--- src/rtl/mrgja_pkg.sv ---
// Package for the MRG32k3a jump-ahead block: payload structs, moduli,
// jump matrices and pipeline constants. No dependencies.
`default_nettype none

package mrgja_pkg;

    typedef logic [31:0] t_word;

    typedef struct packed {
        logic  func;
        t_word kind_tag;
        t_word m1_seed_0;
        t_word m1_seed_1;
        t_word m1_seed_2;
        t_word m2_seed_0;
        t_word m2_seed_1;
        t_word m2_seed_2;
    } t_req;

    typedef struct packed {
        t_word kind_tag_out;
        t_word m1_next_0;
        t_word m1_next_1;
        t_word m1_next_2;
        t_word m2_next_0;
        t_word m2_next_1;
        t_word m2_next_2;
    } t_rsp;

    // Jump selector codes
    localparam logic FUNC_STREAM    = 1'b0;  // 2^127 steps
    localparam logic FUNC_SUBSTREAM = 1'b1;  // 2^76 steps

    localparam int NUM_COMP = 2;
    localparam int DIM      = 3;
    localparam int STAGES   = 5;

    // Moduli, and 2^32 - modulus, used to fold the high half back in
    localparam t_word       MOD  [NUM_COMP] = '{32'd4294967087, 32'd4294944443};
    localparam logic [14:0] FOLD [NUM_COMP] = '{15'd209, 15'd22853};

    // JMP[func][component][row][col]
    localparam t_word JMP [2][NUM_COMP][DIM][DIM] = '{
        '{  // next stream
            '{ '{32'd2427906178, 32'd3580155704, 32'd949770784 },
               '{32'd226153695,  32'd1230515664, 32'd3580155704},
               '{32'd1988835001, 32'd986791581,  32'd1230515664} },
            '{ '{32'd1464411153, 32'd277697599,  32'd1610723613},
               '{32'd32183930,   32'd1464411153, 32'd1022607788},
               '{32'd2824425944, 32'd32183930,   32'd2093834863} }
        },
        '{  // next substream
            '{ '{32'd82758667,   32'd1871391091, 32'd4127413238},
               '{32'd3672831523, 32'd69195019,   32'd1871391091},
               '{32'd3672091415, 32'd3528743235, 32'd69195019  } },
            '{ '{32'd1511326704, 32'd3759209742, 32'd1610795712},
               '{32'd4292754251, 32'd1511326704, 32'd3889917532},
               '{32'd3859662829, 32'd4292754251, 32'd3708466080} }
        }
    };

    // Per-stage load enables
    typedef struct packed {
        logic [STAGES-1:0] en;
    } t_pipe_ctl;

endpackage

`default_nettype wire

--- src/rtl/mrgja_ctrl.sv ---
// Pipeline flow control for the jump-ahead datapath: per-stage valid bits
// and load enables. Depends on mrgja_pkg.
`default_nettype none

module mrgja_ctrl import mrgja_pkg::*; (
    input  wire logic i_clk,
    input  wire logic i_rst_n,
    input  wire logic i_valid,
    output logic      o_ready,
    output logic      o_valid,
    input  wire logic i_ready,
    output t_pipe_ctl o_ctl
);

    logic [STAGES-1:0] r_vld;
    logic [STAGES-1:0] n_vld;
    logic [STAGES-1:0] en;

    // A stage loads when it is empty or its contents move on this cycle
    always_comb begin
        en[STAGES-1] = !r_vld[STAGES-1] || i_ready;
        for (int k = STAGES-2; k >= 0; k--) begin
            en[k] = !r_vld[k] || en[k+1];
        end
    end

    always_comb begin
        for (int k = 0; k < STAGES; k++) begin
            if (en[k]) begin
                n_vld[k] = (k == 0) ? i_valid : r_vld[(k == 0) ? 0 : k-1];
            end else begin
                n_vld[k] = r_vld[k];
            end
        end
    end

    always_ff @(posedge i_clk) begin
        if (!i_rst_n) begin
            r_vld <= '0;
        end else begin
            r_vld <= n_vld;
        end
    end

    assign o_ready   = en[0];
    assign o_valid   = r_vld[STAGES-1];
    assign o_ctl.en  = en;

endmodule

`default_nettype wire

--- config.mk ---
export PLATFORM = sky130hd
export DESIGN_NAME = mrgja_ctrl
export DESIGN_NICKNAME = d
export VERILOG_FILES = /design/src/rtl/mrgja_pkg.sv /design/src/rtl/mrgja_ctrl.sv
export SDC_FILE = /design/constraint.sdc
export NUM_CORES = 1
export LEC_CHECK = 0
export BUFFER_PORTS_ARGS = -buffer_cell sky130_fd_sc_hd__buf_2
export CAP_MARGIN = 5
export CORE_AREA = 2 2 39 41
export CTS_CLUSTER_SIZE = 40
export DETAILED_ROUTE_END_ITERATION = 10
export DIE_AREA = 0 0 41 43
export REMOVE_ABC_BUFFERS = 1
export SLEW_MARGIN = 10
export SYNTH_ARGS = -nofsm -noshare
export SYNTH_HDL_FRONTEND = slang
export SYNTH_SLANG_ARGS = --single-unit
export TNS_END_PERCENT = 30
--- constraint.sdc ---
create_clock -name i_clk -period 1.58 [get_ports i_clk]
set_input_delay 0.158 -clock i_clk [delete_from_list [all_inputs] [get_ports i_clk]]
set_output_delay 0.158 -clock i_clk [all_outputs]
set_load 0.02 [all_outputs]
Word level (Yosys, flattened, before mapping)
Cells that the tools add are included.

cells by class
  add/sub/neg operators = 0
  bitwise operators = 0
  $mul = 0
  equal/unequal tests = 0
  magnitude comparators = 0
  divide/modulo/power cells = 0
  muxes and demuxes = 0
  reductions and logical operators = 10
  shift-type cells = 0

operators by type and width
  operator          count
  zero test 1 bit   5
  logical OR 1 bit  5

storage, ports and cells
  memories = 0
  register bits after elaboration = 5
  ROM bits = 0
  word-level logic and storage cells = 15
  latch bits = 0
  RAM bits = 0

Longest topological paths before layout
  word-level depth = 6
  depth in mapped cells = 3
  depth with buffers taken out = 3

Least setup slack after synthesis
Ideal clock, no wire load.

  path kind = register to output
  from = register r_vld[4]
  to = output port o_ctl[0] (netlist bit)
  cell stages (with the launch flop) = 4
  data arrival time = 1.188 ns
  buffers on the path = 1
  slack = 0.234 ns
  cells stage by stage = dfxtp_1 > and4b_2 > nand3_1 > buf_4

on the way
  word-level cells in the longest chain between the ends = 6

ends and longest elaborated chain
  what                           RTL line          RTL
  start, declared                mrgja_ctrl.sv:15  logic [STAGES-1:0] r_vld;
  start signal, assigned         mrgja_ctrl.sv:41  r_vld <= n_vld;
  zero test 1 bit                mrgja_ctrl.sv:21  en[STAGES-1] = !r_vld[STAGES-1] || i_ready;
  logical OR 1 bit               mrgja_ctrl.sv:21
  logical OR 1 bit (4 in a row)  mrgja_ctrl.sv:23  en[k] = !r_vld[k] || en[k+1];
  end, declared                  mrgja_ctrl.sv:12  output t_pipe_ctl o_ctl

No other way between the ends.

==> results.json <==
{
  "slew_viol_final": 0,
  "initial_core_util": 0.1519,
  "worstSkewPairLatency_ns": 0.24,
  "cts_made_buffers": 3,
  "ctsHoldBuffers": 0,
  "synth_warnings": 0,
  "tns_ns": 0,
  "yosysSeqAreaShare": 0.4762,
  "viasPerCell": 3.750,
  "drtPass1Iterations": 4,
  "largest_reg_flops": 5,
  "cp-start-kind": "register",
  "cp.required_ns": 1.42,
  "antenna_found_initial": 0,
  "routed_wirelength_um": 439,
  "use_met2": 0.07188,
  "worst_ep_arrival_time_ns": 1.14,
  "drive_gt1_frac": 0.5000,
  "cts.clk_slew.worst_paths_ns": 0.05,
  "core_mm2": 0.001384,
  "hold_viol_final": 0,
  "fillers": 168,
  "gr-total-overflow": 0,
  "outcome": "completed",
  "fin_util": 0.2161,
  "p_per_area_mw_per_mm2": 990.0,
  "cts_num_sinks": 5,
  "cp_top_family": "simple AND/OR/NAND/NOR gates",
  "synth.distinct_cells": 12,
  "grt.met1_usage": 0.05806,
  "ir_drop_mv": 0.2526,
  "min_period_ns": 1.301,
  "io_pins": 11,
  "cts_setup_buffers": 0,
  "fin_crit_sh": 0.8233,
  "crit_buf_inv": 1,
  "ant_nets": 0,
  "crit_type": "reg2out",
  "die_h_um": 43,
  "row_count": 14,
  "clock_skew_ns": 0.002700,
  "grt_first_pass_wirelength_um": 607,
  "netlist_area_um2": 210.2,
  "route.detailed.drc": 0,
  "netlist_instances": 23,
  "grt_max_degree": 8,
  "top_regs": "r_vld (5)",
  "ys_ff_latch": 5,
  "wl_per_cell_um": 8.442,
  "cts.path.max_buffers": 2,
  "end_kind": "output port",
  "busiest_layer": "met2",
  "hpwl_um": 339.5,
  "grt_pass1_vias": 172,
  "fmaxAchievable_mhz": 768.8,
  "drv_cap": 0,
  "first_iter_violations": 2,
  "cts_root_buffer": "clkbuf_4",
  "cts_resized": 0,
  "die-area_mm2": 0.001763,
  "antenna-diode-count": 0,
  "nNetsFinal": 41,
  "min-delay-path-class": "in2reg",
  "h-tree-depth": 1,
  "die_w_um": 41,
  "worstPathCellList": "and4b_2, nand3_1, buf_2",
  "areaGrowthSynthToFinish_pct": 42.26,
  "worstMarginPinSlew_ns": 0.1572,
  "p_leak_nw": 0.1216,
  "vias": 195,
  "use_met3": 0.03141,
  "grt_usage": 0.05628,
  "crit_path_max_fanout": 4,
  "cts_tree": "built",
  "setup_viol": 0,
  "rsz0062_at_grt": "no",
  "cpMaxStageDelayCell": "dfxtp_1",
  "largest-register": "r_vld",
  "gp_congestion": 0.6120,
  "critical-path-max-stage-delay_ns": 0.35,
  "io_buffers": 10,
  "syn_avg_cell_area_um2": 9.139,
  "slew_headroom": 0.8950
}
-- worst min-delay path, stage by stage --
cell,delay (ns)
buf_2,0.07
nand2_1,0.04
o21ai_1,0.06
-- kinds of logic after synthesis --
family	Yosys count	synth area share
AO/OA/AOI/OAI	5	0.1726
flip-flops	5	0.4762
AND/OR/NAND/NOR	9	0.2619
buffers and inverters	4	0.08930
-- stage by stage --
| step | hold WS, ns | area (um2) | power, W | worst slack, ns | cells |
|---|---|---|---|---|---|
| 4_1_cts | 0.1238 | 299.0 | 0.0003039 | 0.2550 | 52 |
| 3_3_place_gp | 0.3650 | 272.8 | 0.0001485 | 0.5359 | 48 |
| 3_5_place_dp | 0.3746 | 272.8 | 0.0001488 | 0.5220 | 48 |
| 6_report | 0.1294 | 299.0 | 0.0002961 | 0.2792 | 52 |
| 5_1_grt | 0.1330 | 299.0 | 0.0003161 | 0.2251 | 52 |
| 2_1_floorplan | 0.2726 | 202.7 | 0.0001409 | 0.3486 | 22 |
-- synthesized netlist by cell type --
library cell / number / area share
dfxtp_1: 5 / 0.48
inv_2: 1 / 0.018
o21ai_1: 1 / 0.024
buf_4: 1 / 0.036
o21a_1: 3 / 0.11
o21ai_2: 1 / 0.042
and4b_2: 1 / 0.054
and3b_2: 1 / 0.048
inv_1: 2 / 0.036
and2b_2: 1 / 0.042
nand3_1: 2 / 0.048
nand2_1: 4 / 0.071
-- cells in the final DEF, fill, tap and decap left out --
| cell | synthesis | routed |
|---|---|---|
| nand2_1 | 4 | 4 |
| and4b_2 | 1 | 1 |
| clkbuf_4 | 0 | 3 |
| nand3_1 | 2 | 2 |
| buf_2 | 0 | 10 |
| inv_2 | 1 | 1 |
| o21ai_2 | 1 | 1 |
| inv_1 | 2 | 2 |
| dfxtp_1 | 5 | 5 |
| and2b_2 | 1 | 1 |
| o21a_1 | 3 | 3 |
| clkbuf_1 | 0 | 1 |
| and3b_2 | 1 | 1 |
| o21ai_1 | 1 | 1 |
-- layer usage --
layer	routed length, um	vias to the layer above	part of all wire
met5	0	-	0
met4	0	0	0
met3	49	0	0.11
met2	221	9	0.50
met1	168	86	0.38
li1	-	100	-
-- worst paths after layout --
kind | from | end | slack, ns | cells after the start
worst max register to register | r_vld[4] | r_vld[0] | 0.69 | 3
worst min register to register | r_vld[2] | r_vld[3] | 0.47 | 1
worst min-delay path | i_valid | r_vld[0] | 0.13 | 3
worst max-delay path | r_vld[4] | o_ctl[0] | 0.28 | 3
-- power breakdown --
group,total (W),leakage (nW),internal [W],switching [W]
clock network,0.000150,0.0150,0.0000956,0.0000541
logic,0.0000129,0.0657,0.00000655,0.00000634
registers,0.000134,0.0409,0.000131,0.00000300
-- area by class of cell --
cell class / count / area, um2 / area share
flip-flops and latches: 5 / 100.1 / 0.3347
multi-input cells: 14 / 91.34 / 0.3054
repair buffers: 10 / 50.05 / 0.1674
clock buffers: 4 / 26.28 / 0.08787
well taps: 16 / 20.02 / 0.06695
inverters: 3 / 11.26 / 0.03766
Note: power is estimated with default switching activity, not from simulation.
